--- src/hdl/salru_pkg.sv ---
// Shared types and constants of the set-associative LRU tag unit.
package salru_pkg;

  localparam int unsigned OFFSET_W = 5;
  localparam int unsigned SETB_W   = 3;
  localparam int unsigned AGE_W    = 16;
  localparam int unsigned CNT_W    = 32;
  localparam int unsigned WAY_OUT_W = 2;
  localparam int unsigned SET_OUT_W = 6;
  localparam int unsigned APB_AW   = 3;
  localparam int unsigned APB_DW   = 32;

  localparam logic [OFFSET_W-1:0] OFFSET_BITS_RST = 5'd6;
  localparam logic [SETB_W-1:0]   SET_BITS_RST    = 3'd6;

  // Register index, taken from paddr[2].
  localparam logic REG_OFFSET_BITS = 1'b0;
  localparam logic REG_SET_BITS    = 1'b1;

  typedef struct packed {
    logic [OFFSET_W-1:0] offset_bits;
    logic [SETB_W-1:0]   set_bits;
  } cfg_t;

  typedef struct packed {
    logic                 hit;
    logic [WAY_OUT_W-1:0] way;
    logic [SET_OUT_W-1:0] set_index;
    logic [CNT_W-1:0]     hit_count;
    logic [CNT_W-1:0]     miss_count;
  } result_t;

  typedef enum logic [1:0] {
    ST_CLEAR,
    ST_IDLE,
    ST_LOOKUP
  } state_e;

endpackage

--- src/hdl/salru_cfg.sv ---
// APB register file holding the offset and set bit counts.
module salru_cfg
  import salru_pkg::*;
(
  input  logic              clk_i,
  input  logic              rst_ni,
  input  logic              psel,
  input  logic              penable,
  input  logic              pwrite,
  input  logic [APB_AW-1:0] paddr,
  input  logic [APB_DW-1:0] pwdata,
  output logic [APB_DW-1:0] prdata,
  output logic              pready,
  output cfg_t              cfg_o
);

  cfg_t cfg_q, cfg_d;
  logic wr_en;

  assign pready = 1'b1;
  assign wr_en  = psel & penable & pwrite;

  always_comb begin
    cfg_d = cfg_q;
    if (wr_en) begin
      unique case (paddr[2])
        REG_OFFSET_BITS: cfg_d.offset_bits = pwdata[OFFSET_W-1:0];
        REG_SET_BITS:    cfg_d.set_bits    = pwdata[SETB_W-1:0];
        default: cfg_d = cfg_q;
      endcase
    end
  end

  always_comb begin
    unique case (paddr[2])
      REG_OFFSET_BITS: prdata = APB_DW'(cfg_q.offset_bits);
      REG_SET_BITS:    prdata = APB_DW'(cfg_q.set_bits);
      default:         prdata = '0;
    endcase
  end

  always_ff @(posedge clk_i or negedge rst_ni) begin
    if (!rst_ni) begin
      cfg_q.offset_bits <= OFFSET_BITS_RST;
      cfg_q.set_bits    <= SET_BITS_RST;
    end else begin
      cfg_q <= cfg_d;
    end
  end

  assign cfg_o = cfg_q;

endmodule

--- config.mk ---
export PLATFORM = sky130hd
export DESIGN_NAME = salru_cfg
export DESIGN_NICKNAME = d
export VERILOG_FILES = /design/src/hdl/salru_pkg.sv /design/src/hdl/salru_cfg.sv
export SDC_FILE = /design/constraint.sdc
export NUM_CORES = 1
export LEC_CHECK = 0
export BUFFER_PORTS_ARGS = -buffer_cell sky130_fd_sc_hd__buf_4
export CAP_MARGIN = 25
export CORE_MARGIN = 2
export CORE_UTILIZATION = 33
export DETAILED_ROUTE_END_ITERATION = 12
export PLACE_DENSITY = 0.85
export SLEW_MARGIN = 30
export SYNTH_ARGS = -nofsm -noshare
export SYNTH_HDL_FRONTEND = slang
export SYNTH_SLANG_ARGS = --single-unit
--- constraint.sdc ---
create_clock -name clk_i -period 1.8 [get_ports clk_i]
set_input_delay 0.18 -clock clk_i [delete_from_list [all_inputs] [get_ports clk_i]]
set_output_delay 0.18 -clock clk_i [all_outputs]
set_load 0.03 [all_outputs]
==> results.json, run 1 <==
{
  "fin_cells": 104,
  "area_growth_pct": 21.2,
  "final_nets": 120,
  "cts_resized": 0,
  "worstSkewPairLatency_ns": 0.24,
  "rows": 15,
  "cts_num_sinks": 8,
  "htree_levels": 1,
  "synth-seq-area-share": 0.342,
  "status": "finished clean",
  "grt_start_max_net_pins": 9,
  "via_per_inst": 3.55,
  "detail_route.iter0.violations": 0,
  "port_buffers": 23,
  "diodes": 0,
  "hold_viol": 0,
  "cp_cell_sequence": "mux2_2 > buf_4",
  "multi_input_area_um2": 283,
  "syn_inst": 53,
  "grt_pass1_vias": 299,
  "reg2reg_to": "cfg_o[3]",
  "min_path_type": "in -> reg",
  "drt_pass1_iterations": 1,
  "slowest_stage": "dfstp_2",
  "initial_utilization": 0.348,
  "p_total_uw": 801,
  "final_cell_mix": "28 x conb_1, 23 x buf_4, 11 x mux2_2",
  "ios": 81,
  "gp_congestion": 0.651,
  "synth.distinct_cells": 8,
  "power_density_nw_per_um2": 1100,
  "stdcell_area_um2": 728,
  "fillers": 182,
  "clk_pin_slew_ns": 0.06,
  "fmax_ghz": 0.801,
  "cts_buffers": 3,
  "top_usage_layer": "met2",
  "worst-path-max-fanout": 3,
  "clk_root_buffer_cell": "clkbuf_4",
  "synth_warnings": 0,
  "syn_area_per_cell_um2": 11.3,
  "synth_seq_cells": 8,
  "regArea_um2": 205,
  "drive_gt1_frac": 0.570,
  "drcViolationCount": 0,
  "antenna_found_initial": 0,
  "reg2reg_slack_ns": 1.03,
  "die_y_um": 46.7,
  "use_met3": 0.0392,
  "routed_wl_um": 916,
  "wl_per_cell_um": 8.81,
  "final_common_cell": "conb_1",
  "vdd_drop_max_v": 0.000335,
  "regToRegStartpoint": "cfg_o[3]",
  "worst_slack_ns": 0.552,
  "crit_end": "prdata[1]",
  "grt_pass1_wl_um": 1240,
  "clk_path_buf_depth": 2,
  "worst-setup-path-type": "reg -> out",
  "crit_start": "cfg_o[1]",
  "placed_cell_area_um2": 692,
  "finalCritPeriodShare": 0.693,
  "largest_reg_flops": 8,
  "cp.required_ns": 1.62,
  "cts_tree": "yes",
  "grt_usage": 0.0840,
  "dr_total_vias": 369,
  "max_stage_delay_ns": 0.53,
  "syn_area_um2": 601,
  "die_w_um": 46.7,
  "dieArea_um2": 2180,
  "grt_overflow": 0,
  "finalCriticalPeriod_ns": 1.25,
  "use_met1": 0.0833,
  "placedCellCount": 99,
  "grt_setup_unrepaired": "no",
  "core_area_um2": 1730,
  "setup_viol": 0,
  "crit_path_start_kind": "flip-flop",
  "ant_nets": 0,
  "worstPathArrival_ns": 1.07,
  "tns_ns": 0,
  "met2_usage": 0.158,
  "cp-end-kind": "primary output",
  "cap_violations": 0,
  "slew_viol_final": 0,
  "clock_skew_ns": 0,
  "ff2ff_path_depth": 1,
  "preCtsSetupSlack_ns": 0.788,
  "power_leakage_uw": 0.000391
}
-- worst min path at each step --
stage                     slack [ns]        to  depth (start not counted)  startpoint
after floorplan                -0.12  cfg_o[0]                          0      rst_ni
after global placement       0.00001  cfg_o[7]                          1      rst_ni
after detailed placement       0.002  cfg_o[3]                          1      rst_ni
after CTS                       0.17  cfg_o[7]                          2   pwdata[4]
after global routing            0.16  cfg_o[7]                          2   pwdata[4]
final                           0.17  cfg_o[7]                          2   pwdata[4]
-- worst max-delay path, delay by kind of cell, from the launching register on --
kind	cells	cell delay [ns]
flip-flops	1	0.53
buffers and inverters	1	0.15
multiplexers	1	0.15
-- routing by layer --
metal  up-vias  share of wire
li1        169              -
met1       174           0.29
met2        26           0.56
met3         0           0.14
met4         0              0
met5         -              0
-- final cells by class --
type                    count  share of cell area
multi-input cells          43               0.388
flip-flops and latches      8               0.282
repair buffers             24               0.251
well taps                  25              0.0430
clock buffers               4              0.0361
-- synth_stat cells --
| cell | instances | area, µm² |
|---|---|---|
| buf_4 | 28 | 210 |
| nand4_2 | 1 | 12.5 |
| dfstp_2 | 4 | 105 |
| nand4b_4 | 1 | 23.8 |
| mux2_2 | 11 | 124 |
| conb_1 | 2 | 7.51 |
| dfrtp_1 | 4 | 100 |
| and2b_2 | 2 | 17.5 |
-- power by group --
part | switching, µW | internal, µW | total (µW)
clock network | 54.3 | 84.4 | 139
logic | 260 | 142 | 401
registers | 26.2 | 235 | 261
total | 340 | 461 | 801
-- per-stage QoR --
step	util	hold slack [ns]
2_1_floorplan	-	-0.116
3_3_place_gp	0.401	0.0000126
3_5_place_dp	0.401	0.00211
4_1_cts	0.422	0.165
5_1_grt	0.422	0.162
6_report	0.422	0.166
-- kinds of logic after synthesis --
family        Yosys count  synth area share
mux                    11             0.206
flops                   8             0.342
other cells             2            0.0125
simple gates            4            0.0896
buf+inv                28             0.350
-- repair_timing --
action	in CTS	in global routing
buffers inserted	0	0
endpoints found under the hold margin	8	0
hold buffers	1	0
setup endpoints to repair	0	0
Note: power is estimated with default switching activity, not from simulation.
==> run 2: changes to the inputs <==
CORE_UTILIZATION = 30   (was 33)
PLACE_DENSITY = 0.78   (was 0.85)
clock period = 1.2 ns   (was 1.8 ns; I/O delays follow)
==> run 2 against run 1 <==
  * Critical path depth did not move
  * First-iteration DRC count rose by 1
  * Cell area rose by 3.4%
  * Die area rose by 9.1%
  * Highest routed layer unchanged
==> results.json, run 2 (synthesis gave the netlist of run 1 again) <==
{
  "power_frac_seq": 0.320,
  "initial_utilization": 0.313,
  "ant_nets": 0,
  "worstPathArrival_ns": 1.05,
  "die_y_um": 48.7,
  "cts_buffers": 3,
  "clock_skew_ns": 0,
  "htree_levels": 1,
  "worst-path-max-fanout": 3,
  "comb_power_share": 0.521,
  "clk_root_buffer_cell": "clkbuf_4",
  "area_growth_pct": 25.4,
  "worstSkewPairLatency_ns": 0.24,
  "placedCellCount": 101,
  "setup_viol": 0,
  "hpwl_um": 774,
  "min_path_cells": 2,
  "final_nets": 121,
  "vdd_drop_max_v": 0.000563,
  "largest_reg_flops": 8,
  "min_path_type": "in -> reg",
  "tns_ns": 0,
  "dieArea_um2": 2380,
  "drt_pass1_iterations": 2,
  "final_common_cell": "conb_1",
  "crit_path_start_kind": "flip-flop",
  "rows": 16,
  "finalCriticalPeriod_ns": 1.17,
  "cts_num_sinks": 8,
  "finalCritPeriodShare": 0.979,
  "reg2reg_to": "cfg_o[3]",
  "p_total_uw": 1230,
  "ios": 81,
  "internal_power_uw": 713,
  "core_area_um2": 1920,
  "holdPathEnd": "cfg_o[6]",
  "gp_congestion": 0.608,
  "clk_pin_slew_ns": 0.05,
  "reg2reg_slack_ns": 0.44,
  "hp-start": "pwdata[3]",
  "port_buffers": 23,
  "clkPwrFrac": 0.159,
  "grt_setup_unrepaired": "yes",
  "power_density_nw_per_um2": 1630,
  "clk_path_buf_depth": 2,
  "ff2ff_path_depth": 1,
  "status": "finished clean",
  "p_sw_uw": 517,
  "fin_cells": 106,
  "hold_viol": 0,
  "routed_wl_um": 933,
  "grt_pass1_vias": 325,
  "dr_total_vias": 372,
  "grt_overflow": 0,
  "diodes": 0,
  "grt_usage": 0.0842,
  "crit_start": "cfg_o[5]",
  "fmax_ghz": 0.851,
  "worst-setup-path-type": "reg -> out",
  "grt_pass1_wl_um": 1440,
  "cp.required_ns": 1.08,
  "wl_per_cell_um": 8.80,
  "die_w_um": 48.7,
  "slew_viol_final": 0,
  "via_per_inst": 3.51,
  "power_leakage_uw": 0.000407,
  "drive_gt1_frac": 0.582,
  "antenna_found_initial": 0,
  "grt_start_max_net_pins": 9,
  "drcViolationCount": 0,
  "detail_route.iter0.violations": 1,
  "cp-end-kind": "primary output",
  "cts_tree": "yes",
  "regToRegStartpoint": "cfg_o[3]",
  "cap_violations": 0,
  "switching_share": 0.420,
  "final_cell_mix": "28 x conb_1, 21 x buf_4, 9 x mux2_2"
}
## run 2: cell count changes in the layout (fill, tap and decap cells not counted)
cell	change
clkbuf_1	-1
mux2_4	+2
mux2_2	-2
buf_6	+3
buf_4	-2
## run 2: area by class of cell
| class | instances | area [µm²] |
|---|---|---|
| clock buffer | 3 | 22.5 |
| tap | 27 | 33.8 |
| fill | 203 | 1170 |
| timing repair buffer | 25 | 201 |
| multi-input combinational | 43 | 290 |
| sequential | 8 | 205 |
## run 2: power by group through the flow
stage	logic, µW	clock network, µW	registers, µW
floorplan	351	0	516
global placement	594	0	394
detailed placement	600	0	398
CTS	618	208	393
global route	673	215	401
finish	640	195	394
## run 2: critical path, cell delays in order (launching register included)
cell     delay, ns
dfstp_2       0.54
mux2_4        0.15
buf_6         0.12
## run 2: worst max path at each step
stage                 to  slack, ns  cells past startpoint
6_report       prdata[2]       0.03                      2
4_1_cts        prdata[0]      0.006                      2
5_1_grt        prdata[2]     -0.008                      2
3_3_place_gp   prdata[1]       0.28                      2
3_5_place_dp   prdata[1]       0.27                      2
2_1_floorplan  prdata[1]       0.19                      1
## run 2: metal layers
| layer | up-vias | part of all wire | track usage | wire length [µm] |
|---|---|---|---|---|
| met5 | - | 0 | 0 | 0 |
| met4 | 0 | 0 | 0.0571 | 0 |
| met3 | 0 | 0.13 | 0.0401 | 119 |
| met2 | 30 | 0.53 | 0.142 | 499 |
| met1 | 172 | 0.34 | 0.0811 | 315 |
| li1 | 170 | - | - | - |
## run 2: metrics by stage
step	worst slack (ns)	utilization	cell area, µm²	hold slack, ns
global route	-0.00835	0.392	753	0.0963
floorplan	0.195	-	698	-0.176
finish	0.0255	0.392	753	0.101
global placement	0.276	0.361	694	-0.0596
CTS	0.00590	0.382	734	0.0932
detailed placement	0.270	0.361	694	-0.0566
## run 2: repair_timing
action / CTS / global route
setup buffers: 0 / 1
hold buffers: 1 / 0
resized for setup: 2 / 3
setup endpoints to repair: 2 / 3
endpoints found under the hold margin: 8 / 0
