==> config.mk <==
export PLATFORM = sky130hd
export DESIGN_NAME = salru_ctrl
export DESIGN_NICKNAME = d
export VERILOG_FILES = /design/src/hdl/salru_pkg.sv /design/src/hdl/salru_ctrl.sv
export SDC_FILE = /design/constraint.sdc
export NUM_CORES = 1
export LEC_CHECK = 0
export BUFFER_PORTS_ARGS = -buffer_cell sky130_fd_sc_hd__buf_2
export CAP_MARGIN = 20
export CORE_AREA = 2 2 261 263
export DETAILED_ROUTE_END_ITERATION = 16
export DIE_AREA = 0 0 263 265
export SYNTH_ARGS = -nofsm -noshare
export SYNTH_HDL_FRONTEND = slang
export SYNTH_SLANG_ARGS = --single-unit
export TNS_END_PERCENT = 5
==> constraint.sdc <==
create_clock -name clk_i -period 9.7 [get_ports clk_i]
set_clock_uncertainty 0.05 [all_clocks]
set_input_delay 0.485 -clock clk_i [delete_from_list [all_inputs] [get_ports clk_i]]
set_output_delay 0.485 -clock clk_i [all_outputs]
set_load 0.03 [all_outputs]
==> src/hdl/salru_pkg.sv <==
// Shared types and constants of the set-associative LRU tag unit.
package salru_pkg;

  localparam int unsigned OFFSET_W = 5;
  localparam int unsigned SETB_W   = 3;
  localparam int unsigned AGE_W    = 16;
  localparam int unsigned CNT_W    = 32;
  localparam int unsigned WAY_OUT_W = 2;
  localparam int unsigned SET_OUT_W = 6;
  localparam int unsigned APB_AW   = 3;
  localparam int unsigned APB_DW   = 32;

  localparam logic [OFFSET_W-1:0] OFFSET_BITS_RST = 5'd6;
  localparam logic [SETB_W-1:0]   SET_BITS_RST    = 3'd6;

  // Register index, taken from paddr[2].
  localparam logic REG_OFFSET_BITS = 1'b0;
  localparam logic REG_SET_BITS    = 1'b1;

  typedef struct packed {
    logic [OFFSET_W-1:0] offset_bits;
    logic [SETB_W-1:0]   set_bits;
  } cfg_t;

  typedef struct packed {
    logic                 hit;
    logic [WAY_OUT_W-1:0] way;
    logic [SET_OUT_W-1:0] set_index;
    logic [CNT_W-1:0]     hit_count;
    logic [CNT_W-1:0]     miss_count;
  } result_t;

  typedef enum logic [1:0] {
    ST_CLEAR,
    ST_IDLE,
    ST_LOOKUP
  } state_e;

endpackage

==> src/hdl/salru_ctrl.sv <==
// Address split, tag compare, LRU victim choice, age update and hit/miss counters.
module salru_ctrl
  import salru_pkg::*;
#(
  parameter int unsigned NUM_SETS   = 64,
  parameter int unsigned NUM_WAYS   = 4,
  parameter int unsigned ADDR_WIDTH = 48,
  localparam int unsigned SET_IW    = (NUM_SETS > 1) ? $clog2(NUM_SETS) : 1,
  localparam int unsigned WAY_IW    = (NUM_WAYS > 1) ? $clog2(NUM_WAYS) : 1,
  localparam int unsigned TAG_ROW_W = NUM_WAYS * ADDR_WIDTH,
  localparam int unsigned META_W    = NUM_WAYS * (AGE_W + 1)
)(
  input  logic                  clk_i,
  input  logic                  rst_ni,
  input  cfg_t                  cfg_i,
  input  logic                  in_valid_i,
  input  logic [ADDR_WIDTH-1:0] in_addr_i,
  output logic                  in_ready_o,
  input  logic                  out_free_i,
  input  logic                  clear_busy_i,
  output logic                  rd_en_o,
  output logic [SET_IW-1:0]     rd_addr_o,
  input  logic [TAG_ROW_W-1:0]  rd_tag_i,
  input  logic [META_W-1:0]     rd_meta_i,
  output logic                  wr_en_o,
  output logic                  wr_tag_en_o,
  output logic [SET_IW-1:0]     wr_addr_o,
  output logic [TAG_ROW_W-1:0]  wr_tag_o,
  output logic [META_W-1:0]     wr_meta_o,
  output logic                  res_valid_o,
  output result_t               res_o
);

  localparam int unsigned SB_LIM = $clog2(NUM_SETS + 1) - 1;
  localparam logic [AGE_W-1:0] AGE_MAX = '1;
  localparam logic [CNT_W-1:0] CNT_MAX = '1;

  state_e state_q, state_d;

  logic [SET_IW-1:0]     set_q;
  logic [ADDR_WIDTH-1:0] tag_q;
  logic [CNT_W-1:0]      hit_cnt_q, hit_cnt_d, miss_cnt_q, miss_cnt_d;

  logic                  accept;
  logic [3:0]            sb_eff;
  logic [SET_IW-1:0]     set_mask;
  logic [ADDR_WIDTH-1:0] addr_shift;
  logic [5:0]            tag_shamt;
  logic [SET_IW-1:0]     set_in;
  logic [ADDR_WIDTH-1:0] tag_in;

  // Split of the incoming address; the set addresses the memories directly.
  always_comb begin
    sb_eff     = (4'(cfg_i.set_bits) > 4'(SB_LIM)) ? 4'(SB_LIM) : 4'(cfg_i.set_bits);
    set_mask   = ~({SET_IW{1'b1}} << sb_eff);
    addr_shift = in_addr_i >> cfg_i.offset_bits;
    set_in     = addr_shift[SET_IW-1:0] & set_mask;
    tag_shamt  = 6'(cfg_i.offset_bits) + 6'(sb_eff);
    tag_in     = in_addr_i >> tag_shamt;
  end

  // Next state.
  always_comb begin
    state_d = state_q;
    unique case (state_q)
      ST_CLEAR:  if (!clear_busy_i) state_d = ST_IDLE;
      ST_IDLE:   if (accept) state_d = ST_LOOKUP;
      ST_LOOKUP: state_d = ST_IDLE;
      default:   state_d = ST_CLEAR;
    endcase
  end

  // Outputs of the sequencer.
  always_comb begin
    in_ready_o  = 1'b0;
    wr_en_o     = 1'b0;
    res_valid_o = 1'b0;
    unique case (state_q)
      ST_CLEAR:  ;
      ST_IDLE:   in_ready_o = out_free_i;
      ST_LOOKUP: begin
        wr_en_o     = 1'b1;
        res_valid_o = 1'b1;
      end
      default: ;
    endcase
  end

  assign accept    = in_valid_i & in_ready_o;
  assign rd_en_o   = accept;
  assign rd_addr_o = set_in;

  always_ff @(posedge clk_i) begin
    if (accept) begin
      set_q <= set_in;
      tag_q <= tag_in;
    end
  end

  logic [NUM_WAYS-1:0]   valid_w;
  logic [AGE_W-1:0]      age_w [NUM_WAYS];
  logic [NUM_WAYS-1:0]   hit_vec;
  logic                  hit;
  logic [WAY_IW-1:0]     hit_way, inv_way, old_way, way;
  logic                  any_inv;
  logic [AGE_W-1:0]      best_age;
  logic [NUM_WAYS-1:0]   new_valid;
  logic [AGE_W-1:0]      new_age;
  logic [31:0]           way_ext, set_ext;

  always_comb begin
    hit_vec  = '0;
    hit      = 1'b0;
    hit_way  = '0;
    any_inv  = 1'b0;
    inv_way  = '0;
    best_age = '0;
    old_way  = '0;
    wr_tag_o = rd_tag_i;
    wr_meta_o = '0;
    for (int w = 0; w < NUM_WAYS; w++) begin
      valid_w[w] = rd_meta_i[w];
      age_w[w]   = rd_meta_i[NUM_WAYS + w*AGE_W +: AGE_W];
      hit_vec[w] = valid_w[w] && (rd_tag_i[w*ADDR_WIDTH +: ADDR_WIDTH] == tag_q);
    end
    // Lowest matching way wins, and the lowest invalid way is filled first.
    for (int w = NUM_WAYS - 1; w >= 0; w--) begin
      if (hit_vec[w]) begin
        hit     = 1'b1;
        hit_way = WAY_IW'(w);
      end
      if (!valid_w[w]) begin
        any_inv = 1'b1;
        inv_way = WAY_IW'(w);
      end
    end
    // Oldest way, ties kept by the lower way.
    best_age = age_w[0];
    for (int w = 1; w < NUM_WAYS; w++) begin
      if (age_w[w] > best_age) begin
        best_age = age_w[w];
        old_way  = WAY_IW'(w);
      end
    end
    way = hit ? hit_way : (any_inv ? inv_way : old_way);

    new_valid = valid_w;
    for (int w = 0; w < NUM_WAYS; w++) begin
      if (WAY_IW'(w) == way) begin
        new_valid[w] = 1'b1;
        new_age      = '0;
        wr_tag_o[w*ADDR_WIDTH +: ADDR_WIDTH] = tag_q;
      end else begin
        new_age = (age_w[w] == AGE_MAX) ? AGE_MAX : age_w[w] + 1'b1;
      end
      wr_meta_o[NUM_WAYS + w*AGE_W +: AGE_W] = new_age;
    end
    wr_meta_o[NUM_WAYS-1:0] = new_valid;
  end

  assign wr_tag_en_o = ~hit;
  assign wr_addr_o   = set_q;

  always_comb begin
    hit_cnt_d  = hit_cnt_q;
    miss_cnt_d = miss_cnt_q;
    if (state_q == ST_LOOKUP) begin
      if (hit) begin
        if (hit_cnt_q != CNT_MAX) hit_cnt_d = hit_cnt_q + 1'b1;
      end else begin
        if (miss_cnt_q != CNT_MAX) miss_cnt_d = miss_cnt_q + 1'b1;
      end
    end
  end

  always_ff @(posedge clk_i or negedge rst_ni) begin
    if (!rst_ni) begin
      state_q    <= ST_CLEAR;
      hit_cnt_q  <= '0;
      miss_cnt_q <= '0;
    end else begin
      state_q    <= state_d;
      hit_cnt_q  <= hit_cnt_d;
      miss_cnt_q <= miss_cnt_d;
    end
  end

  always_comb begin
    way_ext         = 32'(way);
    set_ext         = 32'(set_q);
    res_o.hit       = hit;
    res_o.way       = way_ext[WAY_OUT_W-1:0];
    res_o.set_index = set_ext[SET_OUT_W-1:0];
    res_o.hit_count  = hit_cnt_d;
    res_o.miss_count = miss_cnt_d;
  end

`ifndef SYNTHESIS
  // The lookup state always hands back to idle on the next clock, which keeps a read of the
  // same set from overlapping its write.
  a_lookup_one_cycle: assert property (@(posedge clk_i) disable iff (!rst_ni)
    (state_q == ST_LOOKUP) |=> (state_q == ST_IDLE))
    else $error("lookup did not return to idle");

  a_no_accept_in_clear: assert property (@(posedge clk_i) disable iff (!rst_ni)
    clear_busy_i |-> !in_ready_o)
    else $error("input accepted during the clearing sweep");

  a_miss_count: assert property (@(posedge clk_i) disable iff (!rst_ni)
    (state_q == ST_LOOKUP && !hit && miss_cnt_q != CNT_MAX)
      |=> (miss_cnt_q == $past(miss_cnt_q) + 1'b1) && $stable(hit_cnt_q))
    else $error("miss did not advance the miss counter alone");
`endif

endmodule

==> results of run 1 <==
[worst max path at each step]
stage                              from            end  slack (ns)  depth (start not counted)
after floorplan           rd_meta_i[17]  wr_meta_o[26]        1.96                         29
after global placement    rd_meta_i[11]  wr_tag_o[106]        1.14                         27
after detailed placement  rd_meta_i[18]  wr_tag_o[143]        0.96                         27
after CTS                 rd_meta_i[18]  wr_tag_o[143]        0.93                         27
after global routing      rd_meta_i[18]  wr_tag_o[121]        0.21                         26
final                     rd_meta_i[18]  wr_tag_o[143]        0.91                         27
[through the flow]
stage	cell area [um^2]	cells	total power [mW]
4_1_cts	21280	3323	3.181
3_3_place_gp	20650	3291	2.486
2_1_floorplan	16640	1873	1.866
3_5_place_dp	20650	3291	2.484
6_report	21350	3341	3.178
5_1_grt	21320	3327	3.327
[flip-flops by register name, indices dropped and copies added (netlist names)]
register / count
tag_q: 48
hit_cnt_q: 32
miss_cnt_q: 32
wr_addr_o: 6
state_q: 2
[final cells by class]
| type | count | area [um^2] | area share |
|---|---|---|---|
| Multi-Input combinational cell | 1528 | 12410 | 0.5811 |
| Timing Repair Buffer | 704 | 3654 | 0.1711 |
| Sequential cell | 120 | 3273 | 0.1533 |
| Tap cell | 873 | 1092 | 0.05116 |
| Clock buffer | 20 | 479.2 | 0.02244 |
| Inverter | 67 | 251.5 | 0.01178 |
| Clock inverter | 12 | 152.6 | 0.007149 |
| Antenna cell | 17 | 42.54 | 0.001992 |
[logic make-up (layout without fill, tap and decap cells)]
| kind of cell | after synthesis | in the layout | synth area share |
|---|---|---|---|
| other | 0 | 17 | 0 |
| flip-flops | 120 | 120 | 0.1968 |
| AO/OA/AOI/OAI | 262 | 262 | 0.09958 |
| AND/OR/NAND/NOR | 562 | 562 | 0.1650 |
| multiplexers | 347 | 347 | 0.2757 |
| XOR/XNOR | 299 | 299 | 0.1574 |
| buffers and inverters | 225 | 803 | 0.06145 |
| adder cells (fa/ha/maj) | 58 | 58 | 0.04407 |
[synthesized netlist by cell type, types with 5 or more instances]
library cell,instances,area [um^2]
o21ai_0,35,175.2
a21oi_1,97,485.5
a21o_1,6,45.04
nor4_1,55,344.1
mux2_1,33,371.6
a211oi_1,26,195.2
or2_2,5,31.28
buf_1,9,33.78
o22ai_1,15,93.84
nand2_1,144,540.5
dfrtp_1,66,1652
inv_1,67,251.5
a21boi_0,26,195.2
a22oi_1,11,82.58
clkbuf_1,82,307.8
nand4_1,42,262.8
and3_1,18,112.6
and2_1,17,106.4
buf_6,9,101.4
buf_4,15,112.6
xor2_1,206,1804
mux4_2,57,1284
mux2_2,155,1745
buf_2,43,215.2
nor3_1,40,200.2
nor2b_1,9,56.30
mux2i_1,69,690.7
edfxtp_1,54,1622
or3_1,5,31.28
nand2b_1,7,43.79
ha_1,57,713.2
nand3_1,63,315.3
xnor2_1,93,814.5
mux2_4,33,495.5
a31oi_1,11,68.82
nor2_1,134,503.0
and4_1,10,87.58
[report_power, final]
group	leakage, nW	internal (mW)	switching, mW	total (mW)
Sequential	1.27	0.604	0.128	0.732
Clock	0.311	0.417	0.268	0.685
Combinational	7.95	0.621	1.14	1.76
Total	9.53	1.64	1.54	3.18
[cells in the final DEF (no fill, tap or decap), types with 16 or more instances in the layout]
cell type | Yosys | routed
a21boi_0 | 26 | 26
and2_1 | 17 | 16
nor3_1 | 40 | 40
nand2_1 | 144 | 143
nor2_1 | 134 | 133
diode_2 | 0 | 17
xnor2_1 | 93 | 90
clkbuf_16 | 0 | 19
buf_4 | 15 | 31
a21oi_1 | 97 | 96
o21ai_0 | 35 | 35
mux2i_1 | 69 | 69
a211oi_1 | 26 | 26
mux4_2 | 57 | 57
mux2_2 | 155 | 155
buf_2 | 43 | 670
nor4_1 | 55 | 55
mux2_1 | 33 | 33
nand4_1 | 42 | 42
inv_1 | 67 | 67
xor2_1 | 206 | 205
edfxtp_1 | 54 | 54
ha_1 | 57 | 56
nand3_1 | 63 | 63
mux2_4 | 33 | 33
dfrtp_1 | 66 | 66
and3_1 | 18 | 18
[metal layers]
layer | track usage | vias to the layer above | wire length (um)
li1 | - | 7932 | -
met1 | 0.3273 | 8565 | 38470
met2 | 0.4289 | 1014 | 43860
met3 | 0.05583 | 169 | 7793
met4 | 0.1236 | 22 | 4648
met5 | 0 | - | 138
==> run metrics, run 1 <==
Worst R2R Path Depth=10; largest net degree at the start of global routing=67; type of the worst setup path=in -> out; Worst-path clk slew=0.06 ns; global-route wire length before repair=about 130000 um; Critical Path AT=between 8 and 9 ns; Worst Path Max Fanout=48; dpl ws=0.9597 ns; vias per cell=5.298; Crit path largest cell delay=0.71 ns; Max Fclk=roughly 110 MHz; Post-DRT Antenna Nets=0; Skew-Pair Late Insertion Delay=0.45 ns; Crit. End Element=primary output; Pre-antenna DRT Iters=5; RR Startpoint=tag_q[30]; Max Cap Violations=0; Main synth FF type=dfrtp_1; Max rail drop VDD=0.1256 mV; clk buf depth=2; DRT iter0 DRCs=about 1500; Port Buffers=670; vias=17700; Slew Limit Fails=0; drc violations=0; layout cells sized above 1=0.4084; Nets=roughly 2800; clk root buf=clkbuf_16; Post-Route Utilization=0.3196; Gate Count Post-Synth=roughly 1900; io pins=roughly 670; TNS Setup=0 ns; Async S/R FF share, synth=0.5500; Core Rows=95; Mapped Area=16640 um^2; register bit total from synthesis=120; grt total ovfl=0; reg-to-reg slack, setup=5.25 ns; Inserted Clock Buffers=17; post-layout min period=just under 9 ns; Post-synth EDFFs=between 50 and 60; Worst setup SP type=input port; required time worst endpoint=just over 9 ns; gpl congestion=between 0.9 and 1; measured slew at the worst slew-check pin=1.127 ns; Initial Util=0.2490; CP top delay family=compound AO/OA/AOI/OAI gates; CTS tree=built; Final Hold Viols=0; register area share after synthesis=0.1968; Worst Path Buf+Inv=5; number of global-route vias before repair=between 15000 and 20000; max_slew headroom=0.2417; Hold Worst Slack=around 0.17 ns; Final Cycle Share=0.9064; Final HPWL DP=80430 um; status=complete, no violations; Lkg Pwr=between 9 and 10 nW; RSZ-0062 raised after global routing=false; core area=around 67000 um^2; CP max-delay cell=o31a_1; Die Width=263 um; mean post-synth cell area=approximately 8.9 um^2; PnR worst setup slack=0.9083 ns; die span in y=265 um; post-CTS sizing=0; Avg WL per Cell=between 20 and 30 um; Power Dens Cells=about 150 nW/um^2; Fill cells=7127; worst r2r dst=miss_cnt_q[19]; Min-Delay Path Class=in -> async; total wire length=94910 um; unique cell type count in the Yosys netlist=63; Setup Viol. Count Final=0; GRT Overall Usage=0.2615; area growth from synthesis to layout=28.35%; Mapped Nets=2252; DIE AREA=between 60000 and 70000 um^2; H-tree Lvls=4; initial antenna violation count=35; Synth warnings=0; total setup buffers inserted after CTS=0; Clock Sinks=between 100 and 150; cts hold-fix bufs=0
Note: power is estimated with default switching activity, not from simulation.
==> run 2, diff against run 1 <==
--- a/config.mk
+++ b/config.mk
@@ -10,6 +10,7 @@
 export CORE_AREA = 2 2 261 263
 export DETAILED_ROUTE_END_ITERATION = 16
 export DIE_AREA = 0 0 263 265
+export PLACE_DENSITY = 0.53
 export SYNTH_ARGS = -nofsm -noshare
 export SYNTH_HDL_FRONTEND = slang
 export SYNTH_SLANG_ARGS = --single-unit
==> run 2 against run 1 <==
Die area stayed put. Register-to-register slack better by 0.16 ns. Power is 1.6% lower. Critical path type unchanged. Hold slack worse by 0.0098 ns.
==> run metrics, run 2 (same netlist as run 1, synthesis figures left out) <==
status=complete, no violations (unchanged); Core Rows=95 (unchanged); post-layout min period=8.854 ns (was 8.792 ns); vias per cell=5.249 (was 5.298); Crit path largest cell delay=0.82 ns (was 0.71 ns); clk root buf=clkbuf_16 (unchanged); Max Fclk=112.9 MHz (was 113.7 MHz); CP max-delay cell=or3b_4 (was o31a_1); worst setup path start=rd_meta_i[18] (unchanged); Post-DRT Antenna Nets=0 (unchanged); layout cells sized above 1=0.4086 (was 0.4084); DRT iter0 DRCs=1463 (was 1505); Inserted Clock Buffers=17 (unchanged); measured slew at the worst slew-check pin=1.062 ns (was 1.127 ns); Post-Route Utilization=0.3188 (was 0.3196); Lkg Pwr=9.507 nW (was 9.529 nW); gpl congestion=0.9959 (was 0.9886); initial antenna violation count=21 (was 35); TNS Setup=0 ns (unchanged); dpl ws=0.5289 ns (was 0.9597 ns); RSZ-0062 raised after global routing=false (unchanged); DIE AREA=69700 um^2 (unchanged); Critical Path AT=8.32 ns (was 8.26 ns); core area=66800 um^2 (unchanged); Hold Worst Slack=0.1593 ns (was 0.1691 ns); Nets=2818 (was 2817); Slew Limit Fails=0 (unchanged); number of global-route vias before repair=16780 (was 16810); Min-Delay Path Class=in -> reg (was in -> async); biggest registers after layout=tag_q x48, hit_cnt_q x32, miss_cnt_q x32 (unchanged); cell area after layout=21300 um^2 (was 21350 um^2); vias=17490 (was 17700); Worst-path clk slew=0.07 ns (was 0.06 ns); Initial Util=0.2490 (unchanged); GRT Overall Usage=0.2625 (was 0.2615); max reg flops=48 (unchanged); Setup Viol. Count Final=0 (unchanged); largest net degree at the start of global routing=67 (unchanged); die span in y=265 um (unchanged); commonest non-fill, non-tap cell in the layout=buf_2 (unchanged); Biggest register=tag_q (unchanged); Clock Sinks=120 (unchanged); fin cells=3332 (was 3341); Worst Path Max Fanout=38 (was 48); Final Cycle Share=0.9127 (was 0.9064); Cell Count Post-Placement=3292 (was 3291); RR Startpoint=tag_q[5] (was tag_q[30]); Post-DP Area=20660 um^2 (was 20650 um^2); Max Cap Violations=0 (unchanged); Worst setup SP type=input port (unchanged); area growth from synthesis to layout=28.03% (was 28.35%); CTS tree=built (unchanged); Max rail drop VDD=0.09219 mV (was 0.1256 mV); Final Hold Viols=0 (unchanged); Avg WL per Cell=28.50 um (was 28.41 um); type of the worst setup path=in -> out (unchanged); required time worst endpoint=9.17 ns (about the same); Power Dens Cells=146.8 nW/um^2 (was 148.9 nW/um^2); Die Width=263 um (unchanged); most frequent cells in the layout=670 x buf_2, 205 x xor2_1, 155 x mux2_2, 143 x nand2_1, 133 x nor2_1 (unchanged); H-tree Lvls=4 (unchanged); cts hold-fix bufs=0 (unchanged); PnR worst setup slack=0.8464 ns (was 0.9083 ns); Pre-antenna DRT Iters=7 (was 5); clk buf depth=2 (unchanged); Hold Startpoint=clear_busy_i; total wire length=94960 um (was 94910 um); CP top delay family=compound AO/OA/AOI/OAI gates (unchanged); Crit. End Element=primary output (unchanged); Skew-Pair Late Insertion Delay=0.43 ns (was 0.45 ns); Worst Path Buf+Inv=4 (was 5); Port Buffers=670 (unchanged); total power=3.126 mW (was 3.178 mW); grt total ovfl=0 (unchanged); global-route wire length before repair=130000 um (was 128900 um); drc violations=0 (unchanged); max_slew headroom=0.2920 (was 0.2417); Final HPWL DP=80850 um (was 80430 um); io pins=671 (unchanged)
-- run 2: path summary, 6_finish.rpt --
| check | cells after the start | end | slack, ns |
|---|---|---|---|
| max | 26 | wr_tag_o[82] | 0.85 |
| max reg2reg | 8 | hit_cnt_q[27] | 5.41 |
| max in group asynchronous | 2 | miss_cnt_q[25] | 8.81 |
| min in group asynchronous | 2 | hit_cnt_q[24] | 0.21 |
| min | 2 | state_q[0] | 0.16 |
| min reg2reg | 1 | hit_cnt_q[6] | 0.43 |
-- run 2: area by class of cell --
type                    count  area, um^2
repair buffers            705        3661
multi-input cells        1528       12410
clock inverters            10       81.33
well taps                 873        1092
inverters                  67       251.5
diodes                      7       17.52
clock buffers              22       508.0
fillers                  7181       45500
flip-flops and latches    120        3273
-- run 2: layer usage --
metal,GRT usage,vias up,part of all wire
met5,0,-,0.00068
met4,0.09514,10,0.036
met3,0.07933,131,0.099
met2,0.4280,927,0.46
met1,0.3267,8523,0.40
li1,-,7900,-
-- run 2: timing repair --
item                       CTS  global route
setup endpoints to repair    0            51
hold endpoints to repair     0             0
resized for setup            0             2
buffers inserted             0             0
-- run 2: power breakdown --
group          switching (mW)  internal [mW]
registers               0.131          0.604
clock network           0.244          0.376
logic                    1.15          0.622
total                    1.52           1.60
-- run 2: worst reg2reg max path, cell delays in order, from the launching register on --
cell and delay (ns):
edfxtp_1 1.05, xor2_1 0.31, nor4_1 0.50, nand3_1 0.12, or4_1 0.65, o2111ai_1 0.28, nand3_1 0.55, nor4_1 0.42
xor2_1 0.26
==> run 3, diff against run 2 <==
--- a/config.mk
+++ b/config.mk
@@ -7,10 +7,10 @@
 export LEC_CHECK = 0
 export BUFFER_PORTS_ARGS = -buffer_cell sky130_fd_sc_hd__buf_2
 export CAP_MARGIN = 20
-export CORE_AREA = 2 2 261 263
+export CORE_AREA = 2 2 259 261
 export DETAILED_ROUTE_END_ITERATION = 16
-export DIE_AREA = 0 0 263 265
-export PLACE_DENSITY = 0.53
+export DIE_AREA = 0 0 261 263
+export PLACE_DENSITY = 0.55
 export SYNTH_ARGS = -nofsm -noshare
 export SYNTH_HDL_FRONTEND = slang
 export SYNTH_SLANG_ARGS = --single-unit
==> constraint.sdc (replaced) <==
create_clock -name clk_i -period 7.89 [get_ports clk_i]
set_clock_uncertainty 0.05 [all_clocks]
set_input_delay 0.3945 -clock clk_i [delete_from_list [all_inputs] [get_ports clk_i]]
set_output_delay 0.3945 -clock clk_i [all_outputs]
set_load 0.03 [all_outputs]
==> run 3 against run 2 <==
Sequential share of layout area fell by 0.069 points. Setup slack got worse by 0.48 ns. Cell count rose by 0.15%. Clock power rose by 22%. Via count rose by 0.59%. Power rose by 23%. Die area fell by 1.5%. Clock-buffer cell count fell by 4. Combinational power rose by 24%. Wire length fell by 1.7%.
==> run metrics, run 3 (same netlist as run 1, synthesis figures left out) <==
status=complete, no violations (unchanged); measured slew at the worst slew-check pin=0.8643 ns (was 1.062 ns); area growth from synthesis to layout=28.61% (was 28.03%); Final HPWL DP=78890 um (was 80850 um); Post-DP Area=20720 um^2 (was 20660 um^2); Post-DRT Antenna Nets=0 (unchanged); layout cells sized above 1=0.4115 (was 0.4086); vias per cell=5.272 (was 5.249); Hold Path Depth=2 (unchanged); Max rail drop VDD=0.1414 mV (was 0.09219 mV); DIE AREA=68640 um^2 (was 69700 um^2); Worst setup SP type=input port (unchanged); Setup Viol. Count Final=0 (unchanged); Core Rows=94 (was 95); Min-Delay Path Class=in -> reg (unchanged); DRT iter0 DRCs=1416 (was 1463); most frequent cells in the layout=670 x buf_2, 205 x xor2_1, 155 x mux2_2, 143 x nand2_1, 133 x nor2_1 (unchanged); RSZ-0062 raised after global routing=false (unchanged); clk buf depth=2 (unchanged); worst setup path start=rd_meta_i[11] (was rd_meta_i[18]); core area=65630 um^2 (was 66800 um^2); Port Buffers=670 (unchanged); clk root buf=clkbuf_16 (unchanged); max_slew headroom=0.4238 (was 0.2920); post-layout min period=7.521 ns; worst r2r dst=miss_cnt_q[1] (was hit_cnt_q[27]); TNS Setup=0 ns (unchanged); reg-to-reg slack, setup=3.85 ns (was 5.41 ns); Hold Worst Slack=0.08023 ns (was 0.1593 ns); max reg flops=48 (unchanged); required time worst endpoint=7.45 ns (was 9.17 ns); Slew Limit Fails=0 (unchanged); initial antenna violation count=27 (was 21); global-route wire length before repair=127800 um (was 130000 um); Lkg Pwr=9.574 nW (was 9.507 nW); CP max-delay cell=mux2_2 (was or3b_4); Fill cells=6974 (was 7181); Crit. End Element=primary output (unchanged); largest net degree at the start of global routing=67 (unchanged); drc violations=0 (unchanged); Worst R2R Path Depth=9 (was 8); Avg WL per Cell=27.96 um (was 28.50 um); gpl congestion=1.015 (was 0.9959); capture point of the critical path=wr_tag_o[29] (was wr_tag_o[82]); grt total ovfl=0 (unchanged); type of the worst setup path=in -> out (unchanged); vias=17590 (was 17490); Final Hold Viols=0 (unchanged); die span in y=263 um (was 265 um); biggest registers after layout=tag_q x48, hit_cnt_q x32, miss_cnt_q x32 (unchanged); total wire length=93310 um (was 94960 um); Max Cap Violations=0 (unchanged); Critical Path AT=7.08 ns (was 8.32 ns); Final Cycle Share=0.9532; cts hold-fix bufs=0 (unchanged); Die Width=261 um (was 263 um); Biggest register=tag_q (unchanged); RR Startpoint=tag_q[46] (was tag_q[5]); Power Dens Cells=179.6 nW/um^2 (was 146.8 nW/um^2); Crit path largest cell delay=0.45 ns (was 0.82 ns); commonest non-fill, non-tap cell in the layout=buf_2 (unchanged); Skew-Pair Late Insertion Delay=0.43 ns (about the same); Worst Path Max Fanout=27 (was 38); H-tree Lvls=4 (unchanged); cell area after layout=21400 um^2 (was 21300 um^2); Initial Util=0.2535 (was 0.2490); Clock Sinks=120 (unchanged); io pins=671 (unchanged); number of global-route vias before repair=16760 (was 16780); Max Fclk=roughly 130 MHz; GRT Overall Usage=0.2619 (was 0.2625); Worst-path clk slew=0.06 ns (was 0.07 ns); Inserted Clock Buffers=17 (unchanged); CTS tree=built (unchanged); Pre-antenna DRT Iters=5 (was 7); Nets=2828 (was 2818)
-- run 3: per-stage QoR --
stage | util | power [mW] | setup WS (ns) | instances
3_5_place_dp | 0.3157 | 3.065 | 0.2987 | 3291
2_1_floorplan | - | 2.294 | 0.3306 | 1873
3_3_place_gp | 0.3157 | 3.068 | 0.4083 | 3291
5_1_grt | 0.3257 | 4.038 | 0.00008038 | 3330
4_1_cts | 0.3243 | 3.842 | 0.2861 | 3323
6_report | 0.3260 | 3.842 | 0.3692 | 3337
-- run 3: timing repair --
action,in CTS,in global routing
endpoints found under the setup margin,0,116
buffers inserted,0,1
resized for setup,0,4
-- run 3: how the worst min path moves through the flow --
stage	startpoint	to	slack [ns]
detailed placement	miss_cnt_q[16]	miss_cnt_q[16]	0.41
global route	clear_busy_i	state_q[0]	0.07
global placement	hit_cnt_q[15]	hit_cnt_q[15]	0.42
CTS	clear_busy_i	state_q[0]	0.05
finish	clear_busy_i	state_q[0]	0.08
floorplan	rst_ni	hit_cnt_q[0]	0.05
-- run 3: cell type report --
| type | instances | area (um^2) | area share |
|---|---|---|---|
| antenna | 11 | 27.53 | 0.001287 |
| clock buffer | 18 | 429.2 | 0.02006 |
| timing repair buffer | 715 | 3782 | 0.1768 |
| sequential | 120 | 3273 | 0.1530 |
| tap | 864 | 1081 | 0.05053 |
| clock inverter | 14 | 137.6 | 0.006433 |
| multi-input combinational | 1528 | 12410 | 0.5802 |
| inverter | 67 | 251.5 | 0.01175 |
-- run 3: routing by layer --
| metal | wire (um) | track usage | share of wire | up-vias |
|---|---|---|---|---|
| met4 | 4437 | 0.1126 | 0.048 | 22 |
| met5 | 146 | 0 | 0.0016 | - |
| met3 | 8515 | 0.06595 | 0.091 | 168 |
| met2 | 41850 | 0.4142 | 0.45 | 881 |
| met1 | 38360 | 0.3363 | 0.41 | 8586 |
| li1 | - | - | - | 7937 |
-- run 3: worst max-delay path: cells and delay by family --
family	cells	cell delay, ns
adders and majority gates	3	0.95
and+or+nand+nor	6	1.03
AOI/OAI and AO/OA	11	2.64
buffers and inverters	7	1.23
muxes	2	0.81
-- run 3: power by group --
| part | internal [mW] | switching [mW] |
|---|---|---|
| Clock | 0.441 | 0.316 |
| Sequential | 0.742 | 0.157 |
| Combinational | 0.779 | 1.41 |
